`src/design/pbd_pkg.sv`:
```
// Shared types and constants for the point-to-box squared distance pipeline.
// No dependencies; every other design file imports this package.
package pbd_pkg;

    localparam int COORD_WIDTH = 24;
    localparam int DIFF_WIDTH  = COORD_WIDTH + 1;
    localparam int MAG_WIDTH   = COORD_WIDTH;
    localparam int SQ_WIDTH    = 2 * MAG_WIDTH;
    localparam int DIST_WIDTH  = 2 * COORD_WIDTH + 2;
    localparam int CFG_IDX_WIDTH = 3;

    typedef logic signed [COORD_WIDTH-1:0] coord_t;
    typedef logic signed [DIFF_WIDTH-1:0]  diff_t;
    typedef logic        [MAG_WIDTH-1:0]   mag_t;
    typedef logic        [SQ_WIDTH-1:0]    sq_t;
    typedef logic        [DIST_WIDTH-1:0]  dist_t;
    typedef logic        [CFG_IDX_WIDTH-1:0] cfg_idx_t;

    localparam coord_t COORD_MIN = {1'b1, {(COORD_WIDTH-1){1'b0}}};
    localparam coord_t COORD_MAX = {1'b0, {(COORD_WIDTH-1){1'b1}}};

    // Configuration register indexes
    localparam cfg_idx_t CFG_OUTER_X_MIN = 3'd0;
    localparam cfg_idx_t CFG_OUTER_X_MAX = 3'd1;
    localparam cfg_idx_t CFG_OUTER_Y_MIN = 3'd2;
    localparam cfg_idx_t CFG_OUTER_Y_MAX = 3'd3;
    localparam cfg_idx_t CFG_OUTER_Z_MIN = 3'd4;
    localparam cfg_idx_t CFG_OUTER_Z_MAX = 3'd5;

    typedef struct packed {
        coord_t px;
        coord_t py;
        coord_t pz;
        coord_t box_x_min;
        coord_t box_x_max;
        coord_t box_y_min;
        coord_t box_y_max;
        coord_t box_z_min;
        coord_t box_z_max;
        logic   inner_only;
    } pbd_in_t;

    typedef struct packed {
        dist_t  dist_sq;
        coord_t near_x;
        coord_t near_y;
        coord_t near_z;
        logic   no_inner_face;
    } pbd_out_t;

    typedef struct packed {
        coord_t x_min;
        coord_t x_max;
        coord_t y_min;
        coord_t y_max;
        coord_t z_min;
        coord_t z_max;
    } pbd_box_t;

    // Per-axis offsets to the chosen boundary point
    typedef struct packed {
        diff_t  diff_x;
        diff_t  diff_y;
        diff_t  diff_z;
        coord_t near_x;
        coord_t near_y;
        coord_t near_z;
        logic   no_inner_face;
    } pbd_sel_t;

    typedef struct packed {
        sq_t    sq_x;
        sq_t    sq_y;
        sq_t    sq_z;
        coord_t near_x;
        coord_t near_y;
        coord_t near_z;
        logic   no_inner_face;
    } pbd_sq_t;

endpackage

```
`src/design/pbd_square.sv`:
```
// Per-axis squaring of the offsets to the boundary point: three independent
// multipliers. Combinational; uses pbd_pkg.
module pbd_square (
    input  pbd_pkg::pbd_sel_t sel,
    output pbd_pkg::pbd_sq_t  sqr
);
    import pbd_pkg::*;

    diff_t d   [3];
    diff_t neg [3];
    mag_t  mag [3];
    sq_t   s   [3];

    always_comb begin
        d[0] = sel.diff_x;
        d[1] = sel.diff_y;
        d[2] = sel.diff_z;
        for (int i = 0; i < 3; i++) begin
            neg[i] = -d[i];
            // Offsets stay within one less than 2^COORD_WIDTH in magnitude
            mag[i] = d[i][DIFF_WIDTH-1] ? neg[i][MAG_WIDTH-1:0] : d[i][MAG_WIDTH-1:0];
            s[i]   = sq_t'(mag[i]) * sq_t'(mag[i]);
        end
        sqr.sq_x          = s[0];
        sqr.sq_y          = s[1];
        sqr.sq_z          = s[2];
        sqr.near_x        = sel.near_x;
        sqr.near_y        = sel.near_y;
        sqr.near_z        = sel.near_z;
        sqr.no_inner_face = sel.no_inner_face;
    end

endmodule

```
`config.mk`:
```
export PLATFORM = sky130hd
export DESIGN_NAME = pbd_square
export DESIGN_NICKNAME = d
export VERILOG_FILES = /design/src/design/pbd_pkg.sv /design/src/design/pbd_square.sv
export SDC_FILE = /design/constraint.sdc
export NUM_CORES = 2
export LEC_CHECK = 0
export BUFFER_PORTS_ARGS = -buffer_cell sky130_fd_sc_hd__buf_2
export CAP_MARGIN = 0
export CORE_ASPECT_RATIO = 0.5
export CORE_MARGIN = 2
export CORE_UTILIZATION = 60
export DETAILED_ROUTE_END_ITERATION = 6
export PLACE_DENSITY = 0.83
export REMOVE_ABC_BUFFERS = 1
export SLEW_MARGIN = 30
export SYNTH_ARGS = -nofsm -noshare
export SYNTH_HDL_FRONTEND = slang
export SYNTH_SLANG_ARGS = --single-unit
```
`constraint.sdc`:
```
create_clock -name vclk -period 11.6
set_input_delay 0 -clock vclk [all_inputs]
set_output_delay 0 -clock vclk [all_outputs]
set_load 0.01 [all_outputs]
```
* After elaboration in Yosys (flattened, before gate mapping)
Cells that the tools add are included.
** Storage, ports and cells
- Bits of input ports :: 148
- Output and inout bits :: 217
- Bits in registers :: 0
- Logic and storage cells :: 9
** Cells by class
- $mul :: 3
- Muxes and demuxes :: 3
- Add/subtract/negate cells :: 3
** Operators with widths (number)
- $mul A24 B24 Y48 :: 3
- $mux W24 :: 3
- $neg A24 Y24 :: 3

* Depth between registers and ports, before layout
- Depth in word-level cells :: 3
- Gate-level depth with buffers :: 38
- Depth with buffers taken out :: 34

* Least setup slack after synthesis
Ideal clock, no wire load.
- Kind :: input port to output port
- From :: input port sel[123] (netlist bit)
- To :: output port sqr[214] (netlist bit)
- Arrival :: 8.831 ns
- Buffers on the path :: 4
- Required time :: 11.600 ns
- Slack :: 2.769 ns
- Stages :: 34
- Cells stage by stage :: buf_6 -> inv_1 -> clkbuf_1 -> ha_1 -> nand2b_1 -> or4_1 -> o21ai_1 -> nand2_1 -> a21oi_1 -> xor2_1 -> inv_2 -> clkbuf_1 -> nand2_1 -> fa_1 -> inv_1 -> fa_1 -> fa_1 -> inv_1 -> fa_1 -> inv_1 -> fa_1 -> fa_1 -> fa_1 -> ha_1 -> clkbuf_1 -> a21oi_1 -> o21ai_0 -> a311oi_1 -> o21ai_1 -> a221oi_2 -> o21bai_1 -> a211o_1 -> and4b_1 -> or4_1
** RTL lines
- start: declaration :: RTL line pbd_square.sv:4 : input pbd_pkg::pbd_sel_t sel,
- end: declaration :: RTL line pbd_square.sv:5 : output pbd_pkg::pbd_sq_t sqr

==> results.md <==
* Status: finished, violations left
* Failing checks: design-rule violations
* Synth warnings at 0
* Register area share after synthesis at 0%
* Io pins at 365
* Largest net degree at the start of global routing at 27
* # fillers at 6650
* Setup TNS at 0 ps
* Yosys top cell area share at 51.3%
* Largest family of logic cells by synthesized area: adder cells
* Most common cell after layout, fill and taps aside: inv_1
* HP Class: in -> out
* Distinct cell type count of the synthesized netlist at 81
* Core Box Area at 81700 um2
* Post-route insts no fill at 6799
* Std-Cell Rows at 74
* Adder-cell share of the synthesized area at 64.2%
* Syn Area/Cell at 8.81 um2
* Max FO, Critical Path at 17
* Share of post-route cells with drive strength above 1 at 5.94%
* DRC violation count after routing at 34
* Max Slew Vio Count at 0
* Footprint of the multi-input gates at 41900 um2
* DP HPWL at 113000 um
* Commonest non-fill, non-tap cells in the layout: inv_1, fa_1, nand2_1
* Post-DRT Antenna Nets at 0
* Worst stage delay on the critical path at 780 ps
* Vias per inst at 5.53
* Endpoint class of the critical path: output port
* Synth Area in XOR/XNOR at 3.94%
* DRT Pass-1 Iters at 7
* Reg area at 0 um2
* Final hold vios at 0
* Post-synthesis simple-gate area fraction at 9.96%
* Starting DRC count in detailed routing at 2725
* Layout Utilization at 63.1%
* First-pass GRT wire length at 218000 um
* Unrepaired setup endpoints after global routing: no
* Initial antenna violation count at 8
* Nets at 7618
* GRT Total Usage at 32.5%
* Port bufs at 216
* Max-cap violations at 0
* Cts hold-fix bufs at 0
* Clock buffers at 0
* Post-CTS Setup Bufs at 0
* Initial Utilization at 60.6%
* Final hold slack at 0.116 ps
* Vias in the first global route at 42800
* Worst endpoint data arrival time at 10720 ps
* Max-slew headroom at 23.2%
* WL final at 133000 um
* Worst path required time at 11600 ps
* Compound-Gate Fraction of Synth Area at 6.23%
* Die ar. at 85000 um2
* Routed via count at 37600
* Cell total after placement at 6791
* Crit path kind: in -> out
* Die width at 410 um
* Highest Clock Rate at 93.3 MHz
* Startpoint Class: primary input
* Final setup fails at 0
* Minimum clock period at 10720 ps
* CP most frequent cell: fa_1
* Grt ovf at 0
* Final Wtd Congestion at 0.979
* Drt wl/cell at 19.5 um
* Die H at 207 um
* Largest cells by area after synthesis: fa_1, inv_1, ha_1
* Post-synth top area cell: fa_1
* Tightest Pin Transition at 1150 ps
* Post-cts sizing count at 0
* Final period util at 92.4%
* CP max stage cell: clkinv_1
* Mux share of post-synthesis cell area at 0.106%
* Synth Instances at 5621
* Seq_cells at 0
* Area growth, synth to finish at 3.99%
* Post-Syn Area at 49500 um2
cells by family after synthesis:
group / Yosys count
other: 1
xor gates and xnor gates: 217
buffers and inverters: 1968
muxes: 5
AOI/OAI and AO/OA: 469
and+or+nand+nor: 1182
adders and majority gates: 1779
worst paths after layout:
path	from	endpoint	slack (ps)	cells past startpoint
worst min-delay path	sel[58]	sqr[58]	0.1	0
worst max-delay path	sel[123]	sqr[214]	880	30
layout make-up:
type,count,area share [%]
multi-input combinational,3655,81.4
inverter,1742,12.7
tap,1102,2.68
antenna,8,0.0389
timing repair buffer,292,3.21
per-stage QoR:
stage	setup WS [ps]	instance area, um2
CTS	1050	51500
global placement	1340	51400
finish	881	51500
detailed placement	1070	51500
floorplan	2820	48400
global route	380	51500
Yosys cell counts, drive strengths merged, types with 6 or more instances:
library cell and instances:
nand2b 18, buf 93, inv 1733, a311oi 6, o41ai 11, or4 12, or3 18, a31oi 13
xor2 80, o31a 11, nor4 7, nand3 27, a21o 75, clkbuf 133, nor3 18, a211oi 9
o21ai 98, a211o 7, o21bai 14, a21oi 134, clkinv 9, and2 15, o21a 24, ha 510
a21boi 6, xnor2 137, nand2 534, o211ai 8, fa 1269, o31ai 16, and3 20, nand4 17
nor2 455, nor2b 23
worst max-delay path, delay by kind of cell:
family	cells	cell delay (ps)
buffers and inverters	7	1820
XOR/XNOR	1	670
AO/OA/AOI/OAI	8	2540
AND/OR/NAND/NOR	5	1660
adder cells (fa/ha/maj)	9	4010
per-layer routing:
layer / up-vias / GRT usage (%) / share of wire (%)
li1: 16500 / - / -
met3: 520 / 6.52 / 8.8
met2: 1833 / 57.4 / 50
met1: 18800 / 37.4 / 35
met5: - / 2.67 / 0.21
met4: 8 / 16.3 / 6.3
Power is left out: the tool's default activity adds up to more than one toggle a clock period on the data nets, which glitch-free logic cannot reach.
