File: config.mk
export PLATFORM = sky130hd
export DESIGN_NAME = pbd_select
export DESIGN_NICKNAME = d
export VERILOG_FILES = /design/src/design/pbd_pkg.sv /design/src/design/pbd_select.sv
export SDC_FILE = /design/constraint.sdc
export NUM_CORES = 1
export LEC_CHECK = 0
export ABC_AREA = 1
export BUFFER_PORTS_ARGS = -buffer_cell sky130_fd_sc_hd__buf_2
export CORE_ASPECT_RATIO = 1.5
export CORE_MARGIN = 3
export CORE_UTILIZATION = 45
export DETAILED_ROUTE_END_ITERATION = 10
export PLACE_DENSITY_LB_ADDON = 0.15
export SYNTH_ARGS = -nofsm -noshare
export SYNTH_HDL_FRONTEND = slang
export SYNTH_SLANG_ARGS = --single-unit
File: constraint.sdc
create_clock -name vclk -period 38.5
set_input_delay 7.7 -clock vclk [all_inputs]
set_output_delay 7.7 -clock vclk [all_outputs]
set_load 0.03 [all_outputs]
File: src/design/pbd_pkg.sv
// Shared types and constants for the point-to-box squared distance pipeline.
// No dependencies; every other design file imports this package.
package pbd_pkg;

    localparam int COORD_WIDTH = 24;
    localparam int DIFF_WIDTH  = COORD_WIDTH + 1;
    localparam int MAG_WIDTH   = COORD_WIDTH;
    localparam int SQ_WIDTH    = 2 * MAG_WIDTH;
    localparam int DIST_WIDTH  = 2 * COORD_WIDTH + 2;
    localparam int CFG_IDX_WIDTH = 3;

    typedef logic signed [COORD_WIDTH-1:0] coord_t;
    typedef logic signed [DIFF_WIDTH-1:0]  diff_t;
    typedef logic        [MAG_WIDTH-1:0]   mag_t;
    typedef logic        [SQ_WIDTH-1:0]    sq_t;
    typedef logic        [DIST_WIDTH-1:0]  dist_t;
    typedef logic        [CFG_IDX_WIDTH-1:0] cfg_idx_t;

    localparam coord_t COORD_MIN = {1'b1, {(COORD_WIDTH-1){1'b0}}};
    localparam coord_t COORD_MAX = {1'b0, {(COORD_WIDTH-1){1'b1}}};

    // Configuration register indexes
    localparam cfg_idx_t CFG_OUTER_X_MIN = 3'd0;
    localparam cfg_idx_t CFG_OUTER_X_MAX = 3'd1;
    localparam cfg_idx_t CFG_OUTER_Y_MIN = 3'd2;
    localparam cfg_idx_t CFG_OUTER_Y_MAX = 3'd3;
    localparam cfg_idx_t CFG_OUTER_Z_MIN = 3'd4;
    localparam cfg_idx_t CFG_OUTER_Z_MAX = 3'd5;

    typedef struct packed {
        coord_t px;
        coord_t py;
        coord_t pz;
        coord_t box_x_min;
        coord_t box_x_max;
        coord_t box_y_min;
        coord_t box_y_max;
        coord_t box_z_min;
        coord_t box_z_max;
        logic   inner_only;
    } pbd_in_t;

    typedef struct packed {
        dist_t  dist_sq;
        coord_t near_x;
        coord_t near_y;
        coord_t near_z;
        logic   no_inner_face;
    } pbd_out_t;

    typedef struct packed {
        coord_t x_min;
        coord_t x_max;
        coord_t y_min;
        coord_t y_max;
        coord_t z_min;
        coord_t z_max;
    } pbd_box_t;

    // Per-axis offsets to the chosen boundary point
    typedef struct packed {
        diff_t  diff_x;
        diff_t  diff_y;
        diff_t  diff_z;
        coord_t near_x;
        coord_t near_y;
        coord_t near_z;
        logic   no_inner_face;
    } pbd_sel_t;

    typedef struct packed {
        sq_t    sq_x;
        sq_t    sq_y;
        sq_t    sq_z;
        coord_t near_x;
        coord_t near_y;
        coord_t near_z;
        logic   no_inner_face;
    } pbd_sq_t;

endpackage

File: src/design/pbd_select.sv
// Boundary point selection: clamps outside points, picks the nearest eligible
// face for inside points. Combinational; uses pbd_pkg.
module pbd_select (
    input  pbd_pkg::pbd_in_t  item,
    input  pbd_pkg::pbd_box_t outer,
    output pbd_pkg::pbd_sel_t sel
);
    import pbd_pkg::*;

    localparam logic [2:0] FACE_X_MIN = 3'd0;
    localparam logic [2:0] FACE_X_MAX = 3'd1;
    localparam logic [2:0] FACE_Y_MIN = 3'd2;
    localparam logic [2:0] FACE_Y_MAX = 3'd3;
    localparam logic [2:0] FACE_Z_MIN = 3'd4;
    localparam logic [2:0] FACE_Z_MAX = 3'd5;

    typedef struct packed {
        logic       valid;
        mag_t       gap;
        logic [2:0] face;
    } cand_t;

    // Earlier candidate wins ties; b must be the later face.
    function automatic cand_t pick(input cand_t a, input cand_t b);
        cand_t r;
        if (b.valid && (!a.valid || (b.gap < a.gap))) begin
            r = b;
        end else begin
            r = a;
        end
        return r;
    endfunction

    coord_t     p     [3];
    coord_t     lo    [3];
    coord_t     hi    [3];
    coord_t     olo   [3];
    coord_t     ohi   [3];
    coord_t     clamp [3];
    diff_t      odiff [3];
    diff_t      dlo   [3];
    diff_t      dhi   [3];
    logic [2:0] in_range;
    cand_t      cand  [6];
    cand_t      pair  [3];
    cand_t      best01;
    cand_t      best;
    diff_t      rdiff [3];
    coord_t     rnear [3];
    logic       noface;
    logic [1:0] best_ax;

    always_comb begin
        p[0] = item.px;         p[1] = item.py;         p[2] = item.pz;
        lo[0] = item.box_x_min; lo[1] = item.box_y_min; lo[2] = item.box_z_min;
        hi[0] = item.box_x_max; hi[1] = item.box_y_max; hi[2] = item.box_z_max;
        olo[0] = outer.x_min;   olo[1] = outer.y_min;   olo[2] = outer.z_min;
        ohi[0] = outer.x_max;   ohi[1] = outer.y_max;   ohi[2] = outer.z_max;

        for (int i = 0; i < 3; i++) begin
            in_range[i] = !(p[i] < lo[i]) && !(p[i] > hi[i]);
            if (p[i] < lo[i]) begin
                clamp[i] = lo[i];
            end else if (p[i] > hi[i]) begin
                clamp[i] = hi[i];
            end else begin
                clamp[i] = p[i];
            end
            odiff[i] = diff_t'(p[i]) - diff_t'(clamp[i]);
            // Both are non-negative once the point is inside on this axis
            dlo[i] = diff_t'(p[i]) - diff_t'(lo[i]);
            dhi[i] = diff_t'(hi[i]) - diff_t'(p[i]);
            cand[2*i].valid   = !item.inner_only || (lo[i] != olo[i]);
            cand[2*i].gap     = dlo[i][MAG_WIDTH-1:0];
            cand[2*i+1].valid = !item.inner_only || (hi[i] != ohi[i]);
            cand[2*i+1].gap   = dhi[i][MAG_WIDTH-1:0];
        end
        cand[0].face = FACE_X_MIN;
        cand[1].face = FACE_X_MAX;
        cand[2].face = FACE_Y_MIN;
        cand[3].face = FACE_Y_MAX;
        cand[4].face = FACE_Z_MIN;
        cand[5].face = FACE_Z_MAX;

        for (int i = 0; i < 3; i++) begin
            pair[i] = pick(cand[2*i], cand[2*i+1]);
        end
        best01  = pick(pair[0], pair[1]);
        best    = pick(best01, pair[2]);
        best_ax = best.face[2:1];

        noface = 1'b0;
        for (int i = 0; i < 3; i++) begin
            rdiff[i] = odiff[i];
            rnear[i] = clamp[i];
        end
        if (&in_range) begin
            for (int i = 0; i < 3; i++) begin
                rdiff[i] = '0;
                rnear[i] = p[i];
            end
            if (best.valid) begin
                // Sign does not matter: only the square is used
                rdiff[best_ax] = diff_t'(best.gap);
                rnear[best_ax] = best.face[0] ? hi[best_ax] : lo[best_ax];
            end else begin
                // No eligible face: snap to the x lower bound
                noface   = 1'b1;
                rnear[0] = lo[0];
            end
        end

        sel.diff_x        = rdiff[0];
        sel.diff_y        = rdiff[1];
        sel.diff_z        = rdiff[2];
        sel.near_x        = rnear[0];
        sel.near_y        = rnear[1];
        sel.near_z        = rnear[2];
        sel.no_inner_face = noface;
    end

endmodule

* Word level (Yosys, flattened, before mapping)
Index checks and enable logic that the tools add are counted.
W data, S select, Z words.
** Word-level totals
- Memory bits (writable) :: 0
- Memories kept :: 0
- Bits in latches :: 0
- Memory bits (read-only) :: 0
- Bits in registers :: 0
** Operators by class
- Multiplexer cells :: 30
- Bitwise logic cells :: 2
- Eq/ne operators :: 6
- Div/mod/pow operators :: 0
- Magnitude comparators :: 13
- Add/sub/neg operators :: 9
- Reduce and logical (&&, ||, !) cells :: 33
- Multiply operators :: 0
- Shift operators :: 0
** Operators by type and width (count)
- $mux W24 :: 13
- $lt A24 B24 Y1 :: 8
- $mux W75 :: 2
- $ne A24 B24 Y1 :: 6
- $sub A24 B24 Y24 :: 6
- $mux W28 :: 5
- $bmux W24 S2 :: 2
- $and A74 B75 Y75 :: 1
- $sub A24 B24 Y25 :: 3
- $bwmux W72 :: 1
- $gt A24 B24 Y1 :: 3
- $mux W72 :: 1
- $demux W25 S2 :: 1
- $demux W24 S2 :: 1
- $mux W48 :: 1
- $mux W25 :: 1
- $logic_not A1 Y1 :: 12
- $logic_or A1 B1 Y1 :: 11
- $logic_and A1 B1 Y1 :: 9
- $ge A3 B3 Y1 const B :: 1
- $lt A3 B1 Y1 const B :: 1
- $not A2 Y3 :: 1
- $reduce_and A3 Y1 :: 1
- $mux W1 :: 2

* Longest topological paths before layout
Gate-level depths: netlist (run 1).
- Depth in word-level cells :: 22
- Gate-level depth with buffers :: 75
- Gate-level depth less buffers :: 69

* Worst setup path after synthesis (run 1)
No wires, ideal clock.
- Kind :: input to output
- Start :: input item[171] (netlist bit)
- End :: output sel[10] (netlist bit)
- Data arrival time :: 15821 ps
- Path buffers :: 6
- Stages on the path :: 59
- Path slack :: 14979 ps
- Cells stage by stage :: inv_1 ha_1 nand2_1 o21ai_1 nand2_1 a21oi_1 o21ai_0 nand2_1 a31oi_1 o21ai_1 a21boi_0 o21ai_0 a21boi_1 o21ai_0 a21oi_1 nor2_1 nor2_1 xnor2_1 (+23 left out) nand2_2 clkbuf_1 clkbuf_1 o21ai_0 ha_1 a21oi_1 o21ai_0 nand3_1 nand2_1 nand2_1 a21oi_1 a2111oi_0 nand2_1 a21boi_2 buf_4 clkbuf_1 nand3_1 a21oi_1
** RTL lines
- start: declaration :: line pbd_select.sv:4 : input pbd_pkg::pbd_in_t item,
- end: declaration :: line pbd_select.sv:6 : output pbd_pkg::pbd_sel_t sel

==> reports/metrics.cfg, run 1 <==
[run_status]
outcome=finished, violations left
violations=max-capacitance violations, max-slew violations

[logic_synthesis]
yosysMostFrequentCell=nand2_1
synth_cells=3961
yosysUniqueCellTypes=61
syn-mean-instance-area_sq_um=5.54
yosys-top-cells-area=ha_1 19%, nand2_1 18%, inv_1 8.7%
ys_warn_count=0
synthTopCellsByCount=1024 x nand2_1, 507 x inv_1, 350 x a21oi_1
netlist_area_sq_um=22000
yosysTopAreaCell=ha_1
syn-num-nets=4662
ys_seq_area_share_pct=0
synth_top_area_share_pct=18.9

[setup_path]
crit_arrival_ns=20.39
cpMostUsedCell=nand2_1
critPathMaxStageDelay_ns=1.10
cp_slowest_cell=nor2_2
path_class=in -> out
cp_data_required_time_ns=30.80
cp-end-kind=output pin
cp_max_fo=68
cp-start-kind=primary input

[final_layout]
nets=5067
fillers=5378
final_util_pct=52.0
nClkBuffers=0
drive_gt1_share_pct=15.4
seqCellArea_sq_um=0
syn_to_final_growth_pct=13.6
seq_cells=0

[timing]
setup_slack_ns=10.41
rsz0062_at_grt=false
hold_viol=0
min_period_ns=28.09
period_share_pct=73.0
setup_violations=0
maxSlewHeadroom_pct=-4.10
drv_slew=3
tightest_slew_ns=1.55
fin_tns_setup_ns=0
fmax_mhz=35.6

[detailed_routing]
wl_um=133000
ant_nets=0
avgRoutedWirePerCell_um=26.4
remaining_drc_errors=0
vias_per_cell=6.05
num_vias=30400
firstDrtPassIters=6
drt_iter0_drc=3699

[floorplanning]
rows=98
die_w_um=186
ioPinCount=509
die_area_sq_um=51500
start_util_pct=45.8
core-area_sq_um=47900
die_height_um=277

[global_routing]
grt_max_degree=78
grt_pass1_vias=28500
antenna_found_initial=16
grtUsageTotal_pct=48.5
grt-ovfl-total=0
grt_pass1_wl_um=187000

[place]
dpl_worst_slack_ns=11.02
gp_congestion=1.17
dpl.hpwl_um=114000
portBuffers=509

[pwr]
p_leak_nw=13.7
ir_drop_v=0.000224
power_density_nw_per_um2=108

[run]
maxCapViolCount=1

[hold_path]
hp-class=in -> out
whs_path_depth=4

[cts]
cts_hold_buf=0
cts_resized=0
post_cts.repair.setup_buffers=0

path summary, 6_finish.rpt:
kind	startpoint	end	slack, ns
worst max-delay path	item[170]	sel[121]	10.41
worst min-delay path	item[158]	sel[14]	15.91
logic make-up (layout without fill, tap and decap cells):
| kind of cell | count (synthesis) | after routing | share of synthesized area (%) |
|---|---|---|---|
| other | 0 | 13 | 0 |
| xor gates and xnor gates | 234 | 234 | 9.37 |
| buffers and inverters | 687 | 1090 | 12.5 |
| and+or+nand+nor | 1784 | 1784 | 34.8 |
| AOI/OAI and AO/OA | 916 | 916 | 23.7 |
| adders and majority gates | 340 | 340 | 19.7 |
metrics by stage:
| stage | std cells | total power (W) | hold slack (ns) | instance area [sq um] |
|---|---|---|---|---|
| after detailed placement | 5014 | 0.00250 | 15.90 | 24900 |
| after global routing | 5024 | 0.00277 | 15.93 | 24900 |
| final | 5027 | 0.00270 | 15.91 | 24900 |
| after CTS | 5014 | 0.00251 | 15.90 | 24900 |
| after global placement | 5014 | 0.00251 | 15.90 | 24900 |
| after floorplan | 3961 | 0.00154 | 15.71 | 22000 |
per-layer routing:
metal	vias to the layer above	wire length, um	track usage (%)
met5	-	47	0
met4	6	17400	48.3
met3	645	13500	10.4
met2	2006	57300	77.8
met1	13600	44500	51.8
li1	14200	-	-
worst max-delay path, delay by kind of cell:
| family | cells | cell delay, ns |
|---|---|---|
| simple gates | 25 | 4.60 |
| compound gates | 19 | 3.57 |
| buf+inv | 9 | 2.89 |
| fa+ha+maj | 4 | 1.29 |
| xor+xnor | 1 | 0.21 |
cells in the final DEF (no fill, tap or decap), types with 23 or more instances in the layout:
cell type / instances
nor3_1: 37
buf_2: 509
ha_1: 331
o21ai_0: 246
xnor2_1: 91
inv_1: 507
o21ai_1: 108
inv_2: 41
o22ai_1: 46
nor4_1: 33
nand2_1: 1023
a21oi_1: 350
xor2_1: 141
or2_2: 26
o211ai_1: 35
buf_4: 28
a21oi_2: 23
nand3_1: 321
nand4_1: 77
nor2_1: 226
power breakdown:
part / internal (W) / switching [W]
sequential: 0 / 0
clock: 0.000000000539 / 0
combinational: 0.000608 / 0.00209
cell type report:
class                           instances  area [sq um]  share of cell area [%]
Timing Repair Buffer                  537          2760                    11.1
Inverter                              553          2080                    8.33
Tap cell                              650           813                    3.26
Antenna cell                           13          32.5                   0.130
Multi-Input combinational cell       3274         19300                    77.2
Note: power is estimated with default switching activity, not from simulation.
==> run 2: changes to the inputs <==
clock period = 26 ns   (was 38.5 ns; I/O delays follow)
==> run 2 against run 1 <==
  * The run now ends clean
  * Sequential share of layout area stayed put
  * Core utilization hardly changed
  * First-iteration DRC count is 6.2% lower
  * Critical path type unchanged
  * Power increased by 45%
  * Combinational power rose by 44%
  * Worst hold slack got worse by 5.0 ns
  * Setup slack lost 6.7 ns
  * Final cell count about the same
==> reports/metrics.cfg, run 2 (synthesis results as in run 1) <==
[run_status]
outcome=completed

[final_layout]
fillers=5434
seqCellArea_sq_um=0
nClkBuffers=0
layout_common_cells=1023 x nand2_1, 509 x buf_2, 507 x inv_1, 350 x a21oi_1, 331 x ha_1
instances_no_fill=5024
seq_cells=0
syn_to_final_growth_pct=13.6
final_common_cell=nand2_1
fin_area_sq_um=25000
nets=5070
drive_gt1_share_pct=15.5
multi_input_area_sq_um=19300

[place]
dpl_worst_slack_ns=4.06
portBuffers=509
placed_cell_area_sq_um=24900
dpl.hpwl_um=111000
dp_cells=5017
gp_congestion=1.14

[global_routing]
grt_max_degree=84
grt_pass1_wl_um=182000
grt-ovfl-total=0
antenna_found_initial=10
grt_pass1_vias=28600
grtUsageTotal_pct=46.7

[floorplanning]
core-area_sq_um=47900
die_area_sq_um=51500
die_w_um=186
die_height_um=277
start_util_pct=45.8
rows=98
ioPinCount=509

[detailed_routing]
avgRoutedWirePerCell_um=25.6
wl_met3_um=12000
ant_nets=0
wl_um=129000
num_vias=30300
vias_per_cell=6.04
firstDrtPassIters=6
wl_met1_um=45200
remaining_drc_errors=0
drt_iter0_drc=3470
highest_layer=met5
wl_met2_um=56100

[cts]
cts_hold_buf=0
post_cts.repair.setup_buffers=0
cts_resized=0

[setup_path]
cpMostUsedCell=nand2_1
cp_slowest_cell=inv_2
critPathMaxStageDelay_ns=0.72
crit_arrival_ns=17.04
crit_family=simple AND/OR/NAND/NOR gates
path_class=in -> out
cp-end-kind=output pin
crit_buf_inv=9
cp-start-kind=primary input
cp_data_required_time_ns=20.80
cp_max_fo=52

[timing]
setup_slack_ns=3.76
maxSlewHeadroom_pct=18.8
fin_tns_setup_ns=0
setup_violations=0
min_period_ns=22.24
period_share_pct=85.6
hold_viol=0
drv_slew=0
tightest_slew_ns=1.22
rsz0062_at_grt=false
fmax_mhz=45.0

[run]
maxCapViolCount=0

[pwr]
p_total_w=0.00390
power_density_nw_per_um2=156
ir_drop_v=0.000190
p_leak_nw=13.7

[hold_path]
hp-class=in -> out

==> run 2: routing by layer <==
metal  global-route usage [%]  up-vias
met3                     8.83      565
met4                     43.2        6
met1                     51.4    13700
li1                         -    14100
met5                        0        -
met2                     75.7     1894
==> run 2: layout make-up <==
| type | instances | share of cell area (%) |
|---|---|---|
| Timing Repair Buffer | 540 | 11.2 |
| Tap cell | 650 | 3.26 |
| Antenna cell | 7 | 0.0702 |
| Inverter | 553 | 8.32 |
| Multi-Input combinational cell | 3274 | 77.2 |
==> run 2: path summary, 6_finish.rpt <==
path	startpoint	end	slack (ns)	cells past startpoint
min	item[167]	sel[23]	10.92	4
max	item[171]	sel[25]	3.76	66
==> run 2: worst min-delay path, cell delays in order <==
cell,delay (ns)
buf_2,0.13
a21oi_1,0.14
a21oi_1,0.08
buf_2,0.17
==> run 2: power breakdown <==
group	switching [W]	internal, W	total, W
sequential	0	0	0
combinational	0.00297	0.000921	0.00390
clock	0	0.0000000000309	0.0000000000310
==> run 2: metrics by stage <==
step | hold WS [ns] | util, %
2_1_floorplan | 10.71 | -
3_3_place_gp | 10.91 | 52.0
3_5_place_dp | 10.92 | 52.0
4_1_cts | 10.92 | 52.0
5_1_grt | 10.94 | 52.0
6_report | 10.92 | 52.0
